[src/rtl/core/vecs_pkg.sv]
// Shared types and constants of the voxel erosion core/skin block.
// No dependencies; every other file of the block but vecs_dline imports this package.
package vecs_pkg;

  // default capacities, handed to the top-level parameters
  localparam int DEF_MAX_DIM_X = 64;
  localparam int DEF_MAX_DIM_Y = 64;
  localparam int DEF_MAX_DIM_Z = 64;
  localparam int DEF_MAX_DEPTH = 8;

  // fixed field widths
  localparam int DIM_W      = 7;
  localparam int DEPTH_W    = 4;
  localparam int IDX_W      = 18;
  localparam int CFG_IDX_W  = 3;
  localparam int CFG_DATA_W = 7;

  // register reset values
  localparam logic [DIM_W-1:0]   RST_DIM   = 7'd64;
  localparam logic [DEPTH_W-1:0] RST_DEPTH = 4'd1;

  // cycles spent refreshing the derived geometry after reset or a register write
  localparam logic [2:0] SETTLE_CYCLES = 3'd5;

  typedef enum logic [CFG_IDX_W-1:0] {
    REG_DIM_X      = 3'd0,
    REG_DIM_Y      = 3'd1,
    REG_DIM_Z      = 3'd2,
    REG_CORE_DEPTH = 3'd3,
    REG_SKIN_DEPTH = 3'd4
  } vecs_reg_e;

  // per-word control handed from the sequencer to the datapath
  typedef struct packed {
    logic push;  // word enters the line buffers
    logic emit;  // word produces an output voxel
    logic last;  // output voxel closes the grid
    logic vox;   // grid bit entering the cascade
  } vecs_step_t;

endpackage

[src/rtl/core/vecs_ctrl.sv]
// Register file, derived geometry and raster counters of the erosion block.
// Depends on vecs_pkg (register codes, step struct).
module vecs_ctrl import vecs_pkg::*; #(
  parameter int MAX_DIM_X = DEF_MAX_DIM_X,
  parameter int MAX_DIM_Y = DEF_MAX_DIM_Y,
  parameter int MAX_DIM_Z = DEF_MAX_DIM_Z,
  parameter int MAX_DEPTH = DEF_MAX_DEPTH,
  localparam int XW   = $clog2(MAX_DIM_X + 1),
  localparam int YW   = $clog2(MAX_DIM_Y + 1),
  localparam int ZW   = $clog2(MAX_DIM_Z + 1),
  localparam int IW   = $clog2(MAX_DIM_X + MAX_DEPTH + 1),
  localparam int DW   = $clog2(MAX_DEPTH + 1),
  localparam int YZW  = $clog2(MAX_DIM_Y * MAX_DIM_Z + 1),
  localparam int ODEP = MAX_DEPTH * MAX_DIM_Y * MAX_DIM_Z,
  localparam int LAGW = $clog2(ODEP + 1),
  localparam int OPW  = (ODEP > 1) ? $clog2(ODEP) : 1
) (
  input  logic                  clk_i,
  input  logic                  rst_ni,
  input  logic                  cfg_acc_i,
  input  logic [CFG_IDX_W-1:0]  cfg_idx_i,
  input  logic [CFG_DATA_W-1:0] cfg_data_i,
  input  logic                  acc_i,
  input  logic                  kind_i,
  input  logic                  voxel_i,
  output logic                  hold_o,
  output vecs_step_t            step_o,
  output logic [MAX_DEPTH-1:0]  mask_o,
  output logic [DW-1:0]         cd_o,
  output logic [DW-1:0]         sd_o,
  output logic [DW-1:0]         dd_o,
  output logic [LAGW-1:0]       lag_o,
  output logic [OPW-1:0]        cptr0_o,
  output logic [OPW-1:0]        sptr0_o,
  output logic [YZW-1:0]        l1_o,
  output logic [ZW-1:0]         l2_o
);

  logic [DIM_W-1:0]   dim_x_q, dim_y_q, dim_z_q;
  logic [DEPTH_W-1:0] core_q, skin_q;
  logic [2:0]         settle_q;

  logic [XW-1:0]   nx_q;
  logic [YW-1:0]   ny_q;
  logic [ZW-1:0]   nz_q;
  logic [DW-1:0]   cd_q, sd_q, dd_q;
  logic [YZW-1:0]  yz_q, l1_q;
  logic [ZW-1:0]   l2_q;
  logic [LAGW-1:0] lag_q, cdyz_q, sdyz_q;
  logic [OPW-1:0]  cptr0_q, sptr0_q;

  logic [IW-1:0] iq_q, iq_d;
  logic [YW-1:0] jq_q, jq_d;
  logic [ZW-1:0] kq_q, kq_d;

  logic       real_w, jk_int;
  vecs_step_t step;
  logic [DW-1:0] cd_c, sd_c, cd_n, sd_n;

  // register writes
  always_ff @(posedge clk_i or negedge rst_ni) begin
    if (!rst_ni) begin
      dim_x_q  <= RST_DIM;
      dim_y_q  <= RST_DIM;
      dim_z_q  <= RST_DIM;
      core_q   <= RST_DEPTH;
      skin_q   <= RST_DEPTH;
      settle_q <= SETTLE_CYCLES;
    end else begin
      if (cfg_acc_i) begin
        settle_q <= SETTLE_CYCLES;
        case (vecs_reg_e'(cfg_idx_i))
          REG_DIM_X:      dim_x_q <= cfg_data_i;
          REG_DIM_Y:      dim_y_q <= cfg_data_i;
          REG_DIM_Z:      dim_z_q <= cfg_data_i;
          REG_CORE_DEPTH: core_q  <= cfg_data_i[DEPTH_W-1:0];
          REG_SKIN_DEPTH: skin_q  <= cfg_data_i[DEPTH_W-1:0];
          default: ;
        endcase
      end else if (settle_q != '0) begin
        settle_q <= settle_q - 3'd1;
      end
    end
  end

  assign cd_c = DW'((int'(core_q) > MAX_DEPTH) ? MAX_DEPTH : int'(core_q));
  assign sd_c = DW'((int'(skin_q) > MAX_DEPTH) ? MAX_DEPTH : int'(skin_q));

  // a depth past the plane count clears everything; cap it so the lag stays within the grid
  assign cd_n = (int'(cd_c) > int'(nx_q)) ? DW'(nx_q) : cd_c;
  assign sd_n = (int'(sd_c) > int'(nx_q)) ? DW'(nx_q) : sd_c;

  // derived geometry, one multiply per register level
  always_ff @(posedge clk_i) begin
    nx_q <= XW'((dim_x_q == '0) ? 1 : ((int'(dim_x_q) > MAX_DIM_X) ? MAX_DIM_X : int'(dim_x_q)));
    ny_q <= YW'((dim_y_q == '0) ? 1 : ((int'(dim_y_q) > MAX_DIM_Y) ? MAX_DIM_Y : int'(dim_y_q)));
    nz_q <= ZW'((dim_z_q == '0) ? 1 : ((int'(dim_z_q) > MAX_DIM_Z) ? MAX_DIM_Z : int'(dim_z_q)));
    cd_q <= cd_n;
    sd_q <= sd_n;
    dd_q <= (cd_n > sd_n) ? cd_n : sd_n;

    yz_q <= YZW'(ny_q) * YZW'(nz_q);
    l2_q <= (int'(nz_q) < 3) ? ZW'(1) : nz_q - ZW'(2);

    lag_q  <= LAGW'(dd_q) * LAGW'(yz_q);
    cdyz_q <= LAGW'(cd_q) * LAGW'(yz_q);
    sdyz_q <= LAGW'(sd_q) * LAGW'(yz_q);
    l1_q   <= (int'(ny_q) < 3 || int'(nz_q) < 3) ? YZW'(1)
                                                  : yz_q - YZW'(nz_q) - YZW'(1);

    cptr0_q <= (cdyz_q == '0) ? '0 : OPW'(lag_q - cdyz_q);
    sptr0_q <= (sdyz_q == '0) ? '0 : OPW'(lag_q - sdyz_q);
  end

  // step decode: plane index iq runs past the grid while flushes drain the lag
  always_comb begin
    real_w    = iq_q < IW'(nx_q);
    step.push = acc_i && (real_w || kind_i);
    step.emit = step.push && (iq_q >= IW'(dd_q));
    step.last = step.emit && (iq_q + IW'(1) == IW'(nx_q) + IW'(dd_q))
                && (jq_q + YW'(1) == ny_q) && (kq_q + ZW'(1) == nz_q);
    step.vox  = real_w && !kind_i && voxel_i;
    jk_int    = (jq_q != '0) && (jq_q + YW'(1) < ny_q)
                && (kq_q != '0) && (kq_q + ZW'(1) < nz_q);
    for (int d = 1; d <= MAX_DEPTH; d++) begin
      mask_o[d-1] = real_w && jk_int && (iq_q >= IW'(d + 1))
                    && (iq_q + IW'(1) < IW'(nx_q) + IW'(d));
    end
  end

  always_comb begin
    iq_d = iq_q;
    jq_d = jq_q;
    kq_d = kq_q;
    if (cfg_acc_i || step.last) begin
      iq_d = '0;
      jq_d = '0;
      kq_d = '0;
    end else if (step.push) begin
      if (kq_q + ZW'(1) == nz_q) begin
        kq_d = '0;
        if (jq_q + YW'(1) == ny_q) begin
          jq_d = '0;
          iq_d = iq_q + IW'(1);
        end else begin
          jq_d = jq_q + YW'(1);
        end
      end else begin
        kq_d = kq_q + ZW'(1);
      end
    end
  end

  always_ff @(posedge clk_i or negedge rst_ni) begin
    if (!rst_ni) begin
      iq_q <= '0;
      jq_q <= '0;
      kq_q <= '0;
    end else begin
      iq_q <= iq_d;
      jq_q <= jq_d;
      kq_q <= kq_d;
    end
  end

  assign hold_o  = settle_q != '0;
  assign step_o  = step;
  assign cd_o    = cd_q;
  assign sd_o    = sd_q;
  assign dd_o    = dd_q;
  assign lag_o   = lag_q;
  assign cptr0_o = cptr0_q;
  assign sptr0_o = sptr0_q;
  assign l1_o    = l1_q;
  assign l2_o    = l2_q;

endmodule

[config.mk]
export PLATFORM = sky130hd
export DESIGN_NAME = vecs_ctrl
export DESIGN_NICKNAME = d
export VERILOG_FILES = /design/src/rtl/core/vecs_pkg.sv /design/src/rtl/core/vecs_ctrl.sv
export SDC_FILE = /design/constraint.sdc
export NUM_CORES = 1
export LEC_CHECK = 0
export BUFFER_PORTS_ARGS = -buffer_cell sky130_fd_sc_hd__buf_2
export CAP_MARGIN = 20
export CORE_MARGIN = 5
export CORE_UTILIZATION = 55
export DETAILED_ROUTE_END_ITERATION = 6
export PLACE_DENSITY = 0.73
export SETUP_SLACK_MARGIN = 0.4
export SLEW_MARGIN = 20
export SYNTH_ARGS = -nofsm -noshare
export SYNTH_HDL_FRONTEND = slang
export SYNTH_SLANG_ARGS = --single-unit
[constraint.sdc]
create_clock -name clk_i -period 6 [get_ports clk_i]
set_input_delay 0.9 -clock clk_i [delete_from_list [all_inputs] [get_ports clk_i]]
set_output_delay 0.9 -clock clk_i [all_outputs]
set_load 0.02 [all_outputs]
# Word level (Yosys, flattened, before mapping)
# Cells that the tools add are included.
[totals]
inputBits = 16
word_cells = 160
register_bits = 197
output_inout_bits = 91
[classes]
reduce_logical = 54
n_addsub = 18
n_mul = 4
mux = 21
eq_ne = 7
order_cmp = 30
[ops]
columns = ["operator", "count"]
rows = [
  ["$mux 7", 14],
  ["$lt 7x7->1", 11],
  ["$mul 4x13->16", 3],
  ["$logic_not 16->1", 2],
  ["$sub 15x15->15", 2],
  ["$add 7x1->7 const B", 4],
  ["$add 7x3->7 const B", 4],
  ["$ge 7x3->1 const B", 4],
  ["$logic_and 1x1->1", 27],
  ["$eq 7x7->1", 3],
  ["$gt 7x7->1 const B", 3],
  ["$logic_not 7->1", 3],
  ["$mux 4", 5],
  ["$add 7x2->7 const B", 2],
  ["$ge 7x2->1 const B", 2],
  ["$ge 7x4->1 const B", 2],
  ["$gt 4x7->1", 2],
  ["$lt 7x2->1 const B", 2],
  ["$reduce_bool 7->1", 2],
  ["$mul 7x7->13", 1],
  ["$sub 13x1->13 const B", 1],
  ["$sub 13x7->13", 1],
  ["$reduce_and 2->1", 6],
  ["$gt 4x4->1 const B", 2],
  ["other kinds (17)", 26],
]

# Depth between registers and ports, before layout
[depth]
word_depth = 10
depth_mapped = 16
depth_no_buf = 16

# Worst setup path after synthesis
# OpenSTA, ideal clock, no wires.
[synth_path]
path_kind = "register to output"
from = "register iq_q[1]"
to = "output port mask_o[2]"
n_path_buf = 1
t_arrival_ps = 3314
slack_ps = 1786
required_time_ps = 5100
path_stages_with_launch = 9
path_cell_list = "dfrtp_1 -> clkbuf_1 -> nand3_1 -> xnor2_1 -> ha_1 -> a21o_1 -> a21o_1 -> a21o_1 -> a2111oi_0"
[synth_via]
elab_chain_cells = 4
elab_cells_between_ends = 7
cone_classes = "add/sub (1); order compare (3); reduce/logical (3)"
[synth_lines]
columns = ["item", "line", "text"]
rows = [
  ["start, declared", "vecs_ctrl.sv:52", "logic [IW-1:0] iq_q, iq_d;"],
  ["start signal, assigned", "vecs_ctrl.sv:160", "iq_q <= iq_d;"],
  ["branches (longest 3 deep; another with $add 7x1->7)", "n/a", ""],
  ["$logic_and 1x1->1 (*)", "vecs_ctrl.sv:127", "&& (iq_q + IW'(1) < IW'(nx_q) + IW'(d));"],
  ["end, declared", "vecs_ctrl.sv:28", "output logic [MAX_DEPTH-1:0] mask_o,"],
]
# Mark *: on every way between the ends.

# Worst setup path in the final report
[layout_path]
from = "register iq_q[0]"
to = "output port mask_o[0]"
# The elaborated chain is that of the path after synthesis.

==> results.json <==
{
  "synth_area_leaders": "dfxtp_1, ha_1, fa_1, dfrtp_1, xnor2_1",
  "grt_pass1_vias": 12580,
  "ys_async_sr_fraction_pct": 26.90,
  "critPathLaunchType": "flop",
  "hpwlAfterDp_um": 28980,
  "outcome": "completed",
  "hold_slack_ns": 0.4560,
  "tns_ns": 0,
  "io_pins": 107,
  "r2r_setup_slack_ns": 1.52,
  "root_buffer": "clkbuf_16",
  "area_growth_pct": 8.510,
  "crit_arrival_ns": 4.00,
  "drc": 0,
  "cap_viol_max_count": 0,
  "hold_class": "reg -> reg",
  "final_util_pct": 60.07,
  "holdPathStages": 0,
  "relSlewSlack_pct": 30.48,
  "nFillCells": 2609,
  "drive_above_1_share_pct": 10.57,
  "path_class": "reg -> out",
  "post_cts_resized": 0,
  "vias": 12690,
  "pre_cts_ws_ns": 1.581,
  "dieArea_mm2": 0.03322,
  "netlist.area_leader.share_pct": 17.66,
  "postRouteWirelength_um": 37060,
  "min_from": "dim_z_q[6]",
  "die_w_um": 182.3,
  "fmax_mhz": 204.3,
  "die_h_um": 182.3,
  "worst_slew_pin_slew_ns": 1.035,
  "synth.cell_area_mm2": 0.01632,
  "drv_slew": 0,
  "crit_family": "XOR/XNOR gates",
  "finalCritPeriodShare_pct": 81.59,
  "synth_edf_count": 0,
  "clk_latency_ns": 0.45,
  "ys_ff_latch": 197,
  "seq_area_frac_synth_pct": 25.84,
  "wl_per_cell_um": 16.04,
  "ir_worst_vdd_mv": 0.2638,
  "hold_viol": 0,
  "post_cts_buffers": 0,
  "grt_start_max_net_pins": 54,
  "multi_input_area_mm2": 0.01110,
  "numCtsBuffers": 17,
  "num_antenna_cells": 0,
  "vias_per_cell": 5.495,
  "ctsHoldBuffers": 0,
  "io_buffer_count": 106,
  "grt_util_all_layers_pct": 22.60,
  "gp_congestion": 0.9034,
  "period_minus_slack_ns": 4.896,
  "antenna_found_initial": 0,
  "ctsHtreeMaxLevel": 4,
  "ys.flop_type": "dfxtp_1",
  "r2r_start": "nz_q[3]",
  "end_kind": "output port",
  "yosysUniqueCellTypes": 67,
  "setup_viol": 0,
  "dpl_cell_area_mm2": 0.01715,
  "critPathMaxStageDelay_ns": 0.82,
  "ff_latch_area_mm2": 0.004218,
  "final_nets": 2243,
  "ff2ff_path_depth": 16,
  "crit_chain": "ha_1 -> nand3_1 -> or2_2 -> xnor2_1 -> ha_1 -> a21oi_1 -> o41ai_1 -> a311oi_1 -> buf_2",
  "required_ns": 5.10,
  "postRouteAntennaNets": 0,
  "grt_pass1_wl_um": 61880,
  "hold_end": "nz_q[6]",
  "core_area_mm2": 0.02948,
  "p_leak_nw": 8.770,
  "worstPathMaxFanout": 14,
  "dr.pass1.iters": 5,
  "powerDensity_mw_per_mm2": 467.7,
  "crit_path_frequent_cell": "ha_1",
  "clk_pin_slew_ns": 0.08,
  "postSynthCellCount": 1833,
  "clk_path_buf_depth": 2,
  "grt_remaining_overflow": 0,
  "rows": 63,
  "fin_skew_ns": 0.01030,
  "crit_start": "iq_q[0]",
  "final_design_area_no_fill_mm2": 0.01771,
  "r2r-end": "yz_q[12]",
  "drt-initial-drc-count": 676,
  "initial_utilization_pct": 55.36,
  "cts_tree": "done",
  "syn-num-nets": 2169,
  "syn_area_per_cell_um2": 8.904,
  "rsz0062_at_grt": "no",
  "slowest_stage": "xnor2_1",
  "yosys_warnings": 0,
  "path_buf_inv": 1,
  "finalWorstSetupSlack_ns": 1.104,
  "clock-sinks": 197,
  "synth_largest_area_cell": "dfxtp_1"
}
==> sequential cells by signal, summed over array words and instances, names as in the netlist, 7 cells and up <==
name,count
l2_o,7
cptr0_o,15
sdyz_q,16
cdyz_q,16
ny_q,7
iq_q,7
yz_q,13
sptr0_o,15
nz_q,7
jq_q,7
dim_x_q,7
nx_q,7
dim_z_q,7
kq_q,7
dim_y_q,7
l1_o,13
lag_o,16
==> worst reg2reg max path: stages, from the launching register on <==
cell and delay, ns:
dfxtp_1 0.43, clkinv_1 0.29, nor2_1 0.24, fa_1 0.42, ha_1 0.29, inv_1 0.05
fa_1 0.50, fa_1 0.54, inv_1 0.04, ha_1 0.31, inv_1 0.08, nor2_1 0.05
nor2_1 0.17, o21ai_0 0.15, o41ai_1 0.45, o21ai_0 0.21, xnor2_1 0.15
==> cells in the mapped netlist (5+ instances only) <==
| library cell | number |
|---|---|
| nor3b_1 | 7 |
| and3_1 | 5 |
| inv_1 | 205 |
| nor2_1 | 147 |
| a21oi_1 | 90 |
| nand2b_1 | 28 |
| o31ai_1 | 8 |
| fa_1 | 93 |
| and2_1 | 83 |
| nor4_1 | 12 |
| nand4_1 | 6 |
| nor2b_1 | 43 |
| o21ai_0 | 52 |
| dfstp_2 | 7 |
| a311oi_1 | 5 |
| nand3_1 | 28 |
| clkbuf_1 | 47 |
| ha_1 | 227 |
| or2_2 | 7 |
| nand2_1 | 165 |
| nor3_1 | 27 |
| xnor2_1 | 115 |
| or3_1 | 7 |
| dfxtp_1 | 144 |
| o21a_1 | 17 |
| a211oi_1 | 15 |
| o21bai_1 | 11 |
| mux2_2 | 35 |
| a21o_1 | 36 |
| dfrtp_1 | 46 |
| xor2_1 | 34 |
==> placed cells by master (no fill, tap or decap), drive strengths merged, types with 43 or more instances in the layout <==
master | synthesis | final
and2 | 83 | 83
ha | 227 | 227
dfrtp | 46 | 46
a21oi | 90 | 90
nor2b | 43 | 43
dfxtp | 144 | 144
o21ai | 53 | 53
inv | 209 | 217
nor2 | 147 | 147
nand2 | 166 | 166
xnor2 | 115 | 115
buf | 7 | 109
fa | 93 | 93
==> where the power goes <==
part           total [W]  switching, W  internal, W
clock            0.00112      0.000572     0.000550
sequential       0.00239      0.000590      0.00180
combinational    0.00477       0.00272      0.00205
total            0.00828       0.00389      0.00440
==> metrics by stage <==
stage / cells / total power, W
floorplan: 1833 / 0.005938
global placement: 2278 / 0.006998
detailed placement: 2278 / 0.007152
CTS: 2310 / 0.008310
global route: 2310 / 0.009079
finish: 2310 / 0.008283
==> per-layer routing <==
metal / vias up / global-route usage, % / wire, µm
li1: 6231 / - / -
met1: 6072 / 28.90 / 16370
met2: 323 / 39.23 / 17910
met3: 68 / 3.309 / 1756
met4: 0 / 7.745 / 1023
met5: - / 0 / 0
==> worst max path at each step <==
stage                      to  depth (start not counted)
floorplan           mask_o[2]                          8
global placement     yz_q[12]                         16
detailed placement   yz_q[12]                         16
CTS                 mask_o[0]                          9
global route        mask_o[0]                          9
finish              mask_o[0]                          9
==> layout make-up <==
| class | instances | area share (%) |
|---|---|---|
| Clock buffer | 17 | 2.402 |
| Clock inverter | 15 | 0.7772 |
| Inverter | 211 | 4.472 |
| Multi-Input combinational cell | 1371 | 62.65 |
| Sequential cell | 197 | 23.82 |
| Tap cell | 390 | 2.755 |
| Timing Repair Buffer | 109 | 3.123 |
==> logic make-up (layout without fill, tap and decap cells) <==
logic type | after synthesis | count (layout) | share of synthesized area, %
AO/OA/AOI/OAI | 278 | 278 | 10.94
XOR/XNOR | 150 | 150 | 8.134
adder cells (fa/ha/maj) | 320 | 320 | 28.81
buffers and inverters | 265 | 352 | 6.171
flip-flops | 197 | 197 | 25.84
multiplexers | 36 | 36 | 2.476
AND/OR/NAND/NOR | 587 | 587 | 17.63
Note: power is estimated with default switching activity, not from simulation.
